`src/tcbm_ram.sv`:
```
// Generic simple dual-port RAM: one write port, one read port, registered read.
// Depends on nothing.
`timescale 1ns / 1ps

module tcbm_ram #(
  parameter int WIDTH = 8,
  parameter int DEPTH = 16
) (
  input  logic                     clk,
  input  logic                     we,
  input  logic [$clog2(DEPTH)-1:0] waddr,
  input  logic [WIDTH-1:0]         wdata,
  input  logic                     re,
  input  logic [$clog2(DEPTH)-1:0] raddr,
  output logic [WIDTH-1:0]         rdata
);

  logic [WIDTH-1:0] mem [DEPTH];

  // Write port.
  always_ff @(posedge clk) begin
    if (we) begin
      mem[waddr] <= wdata;
    end
  end

  // Read port; data holds until the next read.
  always_ff @(posedge clk) begin
    if (re) begin
      rdata <= mem[raddr];
    end
  end

endmodule

```
`config.mk`:
```
export PLATFORM = sky130hd
export DESIGN_NAME = tcbm_ram
export DESIGN_NICKNAME = d
export VERILOG_FILES = /design/src/tcbm_ram.sv
export SDC_FILE = /design/constraint.sdc
export NUM_CORES = 1
export LEC_CHECK = 0
export BUFFER_PORTS_ARGS = -buffer_cell sky130_fd_sc_hd__clkbuf_2
export CORE_MARGIN = 2
export CORE_UTILIZATION = 45
export CTS_BUF_LIST = sky130_fd_sc_hd__clkbuf_2
export CTS_CLUSTER_DIAMETER = 200
export DETAILED_ROUTE_END_ITERATION = 8
export PLACE_DENSITY = 0.71
export SKIP_LAST_GASP = 1
export SLEW_MARGIN = 20
export SYNTH_ARGS = -nofsm -noshare
export SYNTH_HDL_FRONTEND = slang
export SYNTH_SLANG_ARGS = --single-unit
```
`constraint.sdc`:
```
create_clock -name clk -period 4 [get_ports clk]
set_input_delay 1.2 -clock clk [delete_from_list [all_inputs] [get_ports clk]]
set_output_delay 1.2 -clock clk [all_outputs]
set_load 0.01 [all_outputs]
```
==> metrics.txt, run 1 <==
met3 wire len 634 microns; syn avg cell area ~23 sq um; clock share of power approximately 33%; final wirelength 9.326 mm; Leak Pwr approximately 0.0019 uW; number of gates resized after cts 0; M1 WL 4.049 mm; Synth area leaders edfxtp_1 (78%), mux4_2 (7.8%), mux4_1 (7.0%), a22oi_1 (2.3%), nor2_1 (0.93%); Synth top area share about four fifths; CP endpoint kind output port; first-pass GRT wire length about 14 mm; drt pass-1 iters 4; die area 0.01249 sq mm; Root Buffer clkbuf_2; Worst slew margin between 30% and 40%; Hold Violations, Final 0; combinational share of power 5.4%; clk sinks ~140; CP max stage cell edfxtp_1; CP top delay family flip-flops; Initial Util 45.98%; TritonCTS clock tree built; Peak supply drop ~0.00034 V; DRT iter0 DRCs a little over 200; gpl congestion ~0.76; Final period util approximately 61%; Die X-Extent 111.8 microns; Yosys warning count 0; status complete, no violations; CTS buffer count 17; critical path class register to output port; core area 0.01137 sq mm; # fillers 910; area grow syn2layout 10.34%; area of the multi-input gates around 0.0011 sq mm; post-CTS setup buffers 0; CP max stage delay around 430 ps; Post-synth top cells edfxtp_1 (136), mux4_2 (18), a22oi_1 (16); ys flop type edfxtp_1; WL/cell 21.89 microns; Worst EP required approximately 2800 ps; share of cells above drive strength 1 between 20% and 30%; register bit total from synthesis approximately 140; register area just over 0.004 sq mm; via/cell ratio approximately 5.7; Switching Share a little under a quarter; clock skew approximately 25 ps; Power Density 453.2 mW/mm^2; MaxCap Viol Count 0; Hold Buf Count CTS 0; largest net degree at the start of global routing 33; area leader, netlist edfxtp_1; Max clock buf depth 2; Top Metal Used met4; H-Tree Depth 4; Die H approximately 110 microns; critical path arrival roughly 1200 ps; setup_tns 0 ps; Hold WC Path Type register to register; most common cell in the netlist edfxtp_1; DP HPWL 5.819 mm; GRT overflow 0; crit path cell chain clkbuf_2; Netlist cell types 18; Layout Nets about 290; Buffers on Ports 26; internal power 2015 uW; Worst-Margin Slew 954.2 ps; WP buf/inv 1; EDFF count, synth around 140; RSZ-0062 raised after global routing no; post-route ant nets 0; pre-CTS WS between 900 and 1000 ps; post-synthesis cell count around 230; FFs w/ async S/R, synth 0%; register area share after synthesis between 70% and 80%; Switching Power between 500 and 600 uW; Vias approximately 2.4k; register share of total power 61.6%; initial antenna violation count 1; Post-Syn Area about 0.0052 sq mm; worst setup margin 1573 ps; vias in the first global route 2389; Setup Viol. Count Final 0; aggregate global-route resource usage 15.77%; Ports 27; Startpoint Class register; clock slew at reported path FFs 220 ps; met2 wire len about 4.6 mm; Final min period between 2000 and 2500 ps; FP Rows 39; Max FO, Critical Path 1; Achievable Freq 0.4120 GHz; # DRC 0; syn_nets 248; Clk Latency, worst-skew pair between 600 and 700 ps; max-slew violations 0
==> cell type report <==
cell class              count  area share, %
flip-flops and latches    136          70.80
multi-input cells          83          18.33
repair buffers             31          3.124
well taps                 143          3.102
clock inverters            14          3.037
clock buffers              18          1.562
diodes                      1        0.04338
==> cells in the final DEF, fill, tap and decap left out, types with 2 or more instances in the layout <==
cell	synthesis	routed
edfxtp_1	136	136
clkbuf_2	0	44
mux4_2	18	18
a22oi_1	16	16
mux4_1	14	14
nor2_1	13	13
nand2_1	9	9
clkinvlp_4	0	6
nor3_1	4	4
buf_4	1	4
bufinv_16	0	3
nand3b_1	2	2
nand2b_1	2	2
inv_6	0	2
clkinv_4	0	2
==> sequential cells by signal, summed over array words and instances, names as in the netlist <==
name and count:
rdata 8, mem 128
==> worst paths after layout <==
path,depth (start not counted),endpoint,slack (ps),startpoint
max,1,rdata[0],1570,rdata[0]
min,3,rdata[2],760,mem[8][2]
max reg2reg,3,rdata[5],2490,mem[1][5]
min reg2reg,3,rdata[2],760,mem[8][2]
==> power by group through the flow <==
stage / sequential, uW / clock (uW) / combinational, uW
after floorplan: 1640 / 0 / 81.0
after global placement: 1640 / 0 / 139
after detailed placement: 1640 / 0 / 144
after CTS: 1610 / 885 / 144
after global routing: 1610 / 940 / 155
final: 1610 / 862 / 141
==> per-stage QoR <==
step	total power [uW]	std cells	instance area (sq um)	util (%)	hold slack (ps)
2_1_floorplan	1726	229	5228	-	704.8
3_3_place_gp	1781	393	5500	48.38	729.3
3_5_place_dp	1788	393	5500	48.38	736.6
4_1_cts	2641	425	5766	50.71	757.0
5_1_grt	2708	426	5768	50.73	781.2
6_report	2614	426	5768	50.73	758.4
==> kinds of logic after synthesis <==
group,synth area share (%)
buf+inv,1.651
flops,78.12
compound gates,2.298
mux,14.79
simple gates,3.136
==> routing by layer <==
layer  up-vias  GRT usage (%)
li1       1068              -
met1      1235          22.20
met2       102          22.95
met3         5          5.226
met4         0          6.502
met5         -              0
No activity file was read; power rests on OpenSTA's default activity.
==> inputs of run 2 (changes only) <==
==> constraint.sdc (replaced) <==
create_clock -name clk -period 2.41 [get_ports clk]
set_input_delay 0.723 -clock clk [delete_from_list [all_inputs] [get_ports clk]]
set_output_delay 0.723 -clock clk [all_outputs]
set_load 0.01 [all_outputs]
==> run 2 against run 1 <==
Clock power grew 69%. Total power increased by 68%. Design area rose by 2.6%. Sequential power rose by 66%. Via count increased by 2.9%. Register-to-register slack got worse by 1600 ps. Clock-buffer cell count increased by 1. Sequential cell count is the same. Hold slack got worse by 350 ps. Worst setup slack lost 1100 ps. Cell count up 3.5%. Global-route usage shrank 0.058 points. Critical endpoint is now rdata[7].
==> metrics.txt, run 2 (same netlist as run 1, synthesis figures left out) <==
status complete, no violations; Layout Nets 304 (+5.6%); Final min period between 1500 and 2000 ps; clk sinks 136 (unchanged); Vias 2479 (+2.9%); clock skew 26.76 ps (+1.666 ps); Largest register FFs 128 (unchanged); Worst R2R Setup Slack 900 ps (-1590 ps); WP buf/inv 1 (unchanged); drt pass-1 iters 4 (unchanged); Largest Register mem; Root Buffer clkbuf_2; Power Density 740.1 mW/mm^2 (+63%); Hold WC Path Type primary input to register; Die H 111.8 microns (unchanged); critical path class register to output port; via/cell ratio 5.621 (-0.64%); MaxCap Viol Count 0 (unchanged); Max FO, Critical Path 1 (unchanged); Finished Core Util 52.05% (+1.3 points); CP max stage delay 420 ps (about the same); RSZ-0062 raised after global routing no; M1 WL 3.883 mm (-4.1%); post-CTS setup buffers 0 (unchanged); Worst EP required 1690 ps (-1110 ps); Max clock buf depth 2 (unchanged); final wirelength 9.225 mm (-1.1%); Die X-Extent 111.8 microns (unchanged); Startpoint Class register; FP Rows 39 (unchanged); Buffers on Ports 26 (unchanged); max-slew violations 0 (unchanged); WL/cell 20.92 microns (-4.4%); H-Tree Depth 4 (unchanged); Initial Util 45.98% (unchanged); Achievable Freq a little over 0.5 GHz; gpl congestion 0.7443 (-2.5%); initial antenna violation count 0 (-1); Ports 27 (unchanged); met3 wire len 491 microns (-23%); Antenna diodes 0 (-1); Worst-Margin Slew 424.5 ps (-529.7 ps); largest net degree at the start of global routing 30 (-9.1%); vias in the first global route 2486 (+4.1%); # fillers 903 (-0.77%); Leak Pwr 0.001984 uW (+5.3%); CP endpoint kind output port; core area 0.01137 sq mm (unchanged); CP max stage cell edfxtp_1; aggregate global-route resource usage 15.72% (-0.058 points); CP top delay family flip-flops; DP HPWL 6.053 mm (+4.0%); GRT overflow 0 (unchanged); Clk Latency, worst-skew pair 660 ps (about the same); die area 0.01249 sq mm (unchanged); area of the multi-input gates 0.001057 sq mm (unchanged); TritonCTS clock tree built; DRT iter0 DRCs 142 (-30%); top flop regs mem: 128 flops, rdata: 8 flops; Top Metal Used met4; CTS buffer count 17 (unchanged); # DRC 0 (unchanged); Final period util just over 80%; most common cell after layout, fill and taps aside edfxtp_1; first-pass GRT wire length 14.08 mm (+0.89%); met2 wire len 4.774 mm (+4.8%); critical path arrival 1220 ps (about the same); Hold Buf Count CTS 0 (unchanged); clock slew at reported path FFs 200 ps (-20 ps); commonest non-fill, non-tap cells in the layout edfxtp_1 (136), clkbuf_2 (45), mux4_2 (18), buf_4 (18), a22oi_1 (16); Peak supply drop 0.0003760 V (+10%); share of cells above drive strength 1 31.88% (+2.8 points); area grow syn2layout 13.21%; post-route ant nets 0 (unchanged); register area 0.004084 sq mm (unchanged); crit path cell chain clkbuf_2; setup_tns 0 ps (unchanged); Worst slew margin 71.64% (+35 points); Setup Viol. Count Final 0 (unchanged); Hold Violations, Final 0 (unchanged); number of gates resized after cts 0 (unchanged)
-- run 2: cell types whose count changed in the layout (fill, tap and decap cells not counted), sizes merged --
cell      delta
diode        -1
buf         +16
bufinv       +1
inv          -1
clkinvlp     -1
clkbuf       +1
-- run 2: metrics by stage --
stage / total power (uW) / hold slack [ps] / instance area (sq um) / setup slack (ps) / instances
5_1_grt: 4551 / 338.1 / 5918 / 338.6 / 441
2_1_floorplan: 2865 / 704.8 / 5228 / 194.1 / 229
3_5_place_dp: 2980 / 729.9 / 5645 / 113.4 / 409
3_3_place_gp: 2969 / 723.5 / 5645 / 113.2 / 409
4_1_cts: 4431 / 349.8 / 5918 / 391.5 / 441
6_report: 4380 / 407.8 / 5918 / 469.7 / 441
-- run 2: where the power goes --
part | internal [uW] | total, uW | switching (uW)
logic | 108 | 248 | 140
clock network | 681 | 1460 | 778
registers | 2660 | 2670 | 11.8
total | 3450 | 4380 | 930
-- run 2: path summary, 6_finish.rpt --
check | startpoint | end | cells past startpoint
worst max-delay path | rdata[7] | rdata[7] | 1
worst min-delay path | re | rdata[3] | 1
worst min register to register | mem[14][5] | rdata[5] | 3
worst max register to register | mem[1][2] | rdata[2] | 3
-- run 2: metal layers --
layer | vias up | track usage, %
met5 | - | 0
met3 | 6 | 4.028
met1 | 1285 | 21.14
met2 | 94 | 24.81
met4 | 0 | 6.420
li1 | 1094 | -
-- run 2: area by class of cell --
class | instances | share of cell area [%]
well taps | 143 | 3.023
flip-flops and latches | 136 | 69.01
clock inverters | 13 | 3.002
repair buffers | 47 | 5.497
clock buffers | 19 | 1.607
multi-input cells | 83 | 17.86
==> inputs of run 3 (changes only) <==
--- a/config.mk
+++ b/config.mk
@@ -11,7 +11,7 @@
 export CTS_BUF_LIST = sky130_fd_sc_hd__clkbuf_2
 export CTS_CLUSTER_DIAMETER = 200
 export DETAILED_ROUTE_END_ITERATION = 8
-export PLACE_DENSITY = 0.71
+export PLACE_DENSITY = 0.73
 export SKIP_LAST_GASP = 1
 export SLEW_MARGIN = 20
 export SYNTH_ARGS = -nofsm -noshare
==> constraint.sdc (replaced) <==
create_clock -name clk -period 1.7 [get_ports clk]
set_input_delay 0.51 -clock clk [delete_from_list [all_inputs] [get_ports clk]]
set_output_delay 0.51 -clock clk [all_outputs]
set_load 0.01 [all_outputs]
==> run 3 against run 2 <==
The run now ends with setup timing left. Sequential cell count is the same. Clock skew grew 8.4 ps. Critical path type unchanged. Worst setup slack lost 480 ps. Die area is the same. Clock power grew 41%. Hold slack lost 160 ps. Register-to-register slack lost 670 ps.
==> metrics.txt, run 3 (same netlist as run 1, synthesis figures left out) <==
Switching Power 1324 uW (+42%); R2R depth 3 (unchanged); Setup Viol. Count Final 1 (+1); Largest Register mem; worst setup margin -12.21 ps (-481.9 ps); top flop regs mem: 128 flops, rdata: 8 flops; CP top delay family flip-flops; busiest grt layer met2; pre-CTS WS -354.5 ps (-467.9 ps); critical path class register to output port; clock slew at reported path FFs 210 ps (about the same); share of cells above drive strength 1 39.22% (+7.3 points); number of gates resized after cts 0 (unchanged); Largest register FFs 128 (unchanged); worst reg2reg endpoint rdata[0]; Ports 27 (unchanged); hold_sp re; H-Tree Depth 4 (unchanged); Root Buffer clkbuf_2; Worst R2R Setup Slack 230 ps (-670 ps); GRT overflow 0 (unchanged); Initial Util 45.98% (unchanged); most common cell after layout, fill and taps aside edfxtp_1; post-CTS setup buffers 0 (unchanged); first-pass GRT wire length 15.28 mm (+8.5%); clock skew 35.16 ps (+8.398 ps); status finished, violations left; Layout Nets 313 (+3.0%); RR Startpoint mem[0][0]; crit path cell chain clkbuf_2; critical path endpoint rdata[4]; Max clock buf depth 2 (unchanged); die area 0.01249 sq mm (unchanged); combinational share of power 6.1% (+0.4 points); FP Rows 39 (unchanged); Peak supply drop 0.0005321 V (+42%); initial antenna violation count 0 (unchanged); Power Density 1042 mW/mm^2 (+41%); crit path from rdata[4]; Achievable Freq about 0.58 GHz; Buffers on Ports 26 (unchanged); Switching Share 21.27% (+0.025 points); CP max stage delay 450 ps (+30 ps); Worst slew margin 48.58% (-23 points); area grow syn2layout 14.29%; max-slew violations 0 (unchanged); worst hold slack 245.4 ps (-162.5 ps); DRT iter0 DRCs 131 (-7.7%); critical path arrival 1200 ps (-20 ps); Die X-Extent 111.8 microns (unchanged); Layout Cells excl Fill 449 (+1.8%); Final Total Pwr 6226 uW (+42%); RSZ-0062 raised after global routing yes; Worst EP required 1190 ps (-500 ps); CTS buffer count 17 (unchanged); CP max stage cell edfxtp_1; internal power 4902 uW (+42%); Vias 2495 (+0.65%); post-route ant nets 0 (unchanged); core area 0.01137 sq mm (unchanged); commonest non-fill, non-tap cells in the layout edfxtp_1 (136), clkbuf_2 (44), mux4_2 (31); critical path depth 1 (unchanged); clk sinks 136 (unchanged); via/cell ratio 5.557 (-1.1%); TritonCTS clock tree built; # DRC 0 (unchanged); failing checks setup timing; drt pass-1 iters 5 (+1); Hold WC Path Type primary input to register; Startpoint Class register; Die H 111.8 microns (unchanged); Final min period ~1700 ps; placed insts 418 (+2.2%); Hold Buf Count CTS 0 (unchanged); Worst-Margin Slew 769.7 ps (+345.2 ps); register share of total power 60.9% (about the same); largest net degree at the start of global routing 17 (-43%); Antenna diodes 0 (unchanged); final wirelength 9.393 mm (+1.8%); WP buf/inv 1 (unchanged); WL/cell 20.92 microns (about the same); gpl congestion 0.7318 (-1.7%); CP endpoint kind output port; clock share of power 33.0% (-0.3 points); Max FO, Critical Path 1 (unchanged); GRT met1 Usage 23.81% (+2.7 points); vias in the first global route 2610 (+5.0%); aggregate global-route resource usage 16.62% (+0.91 points); MaxCap Viol Count 0 (unchanged); met2 global-route usage 24.65% (-0.16 points); # fillers 903 (unchanged); DP HPWL 6.305 mm (+4.2%); Final period util 100.7%; met3 GRT Util 5.389% (+1.4 points); Leak Pwr 0.002003 uW (+0.92%); Clk Latency, worst-skew pair 630 ps (-30 ps); Hold Violations, Final 0 (unchanged)
[run 3: repair_timing]
action	CTS	global route
pin swaps	0	0
cloned	0	0
endpoints found under the hold margin	0	0
endpoints found under the setup margin	8	8
[run 3: worst min path at each step]
| stage | to | slack [ps] | cells after the start |
|---|---|---|---|
| after floorplan | mem[0][0] | 610 | 0 |
| after global routing | rdata[6] | 160 | 1 |
| after detailed placement | rdata[3] | 740 | 3 |
| final | rdata[1] | 250 | 1 |
| after global placement | rdata[3] | 730 | 3 |
| after CTS | rdata[5] | 200 | 1 |
[run 3: stage by stage]
stage               utilization (%)  setup TNS (ps)  cell area, sq um
floorplan                         -           -2375              5228
global placement              50.17           -3368              5704
detailed placement            50.17           -4266              5704
CTS                           52.55          -531.9              5974
global route                  52.55          -966.9              5974
finish                        52.55          -12.21              5974
[run 3: cell type report]
class / count / area (sq um) / area share, %
Sequential cell: 136 / 4084 / 68.36
Multi-Input combinational cell: 83 / 1023 / 17.13
Timing Repair Buffer: 56 / 417.9 / 6.995
Clock inverter: 13 / 180.2 / 3.016
Tap cell: 143 / 178.9 / 2.995
Clock buffer: 18 / 90.09 / 1.508
[run 3: per-layer routing]
metal,routed length (microns),vias to the layer above,share of wire [%]
li1,-,1105,-
met1,4068,1282,43
met2,4553,102,48
met3,687,6,7.3
met4,85,0,0.90
met5,0,-,0
[run 3: power by group through the flow]
stage	clock network (uW)	registers (uW)	logic, uW
floorplan	0	3870	208
global placement	0	3870	371
detailed placement	0	3870	381
CTS	2110	3800	383
global route	2250	3800	412
finish	2060	3790	378
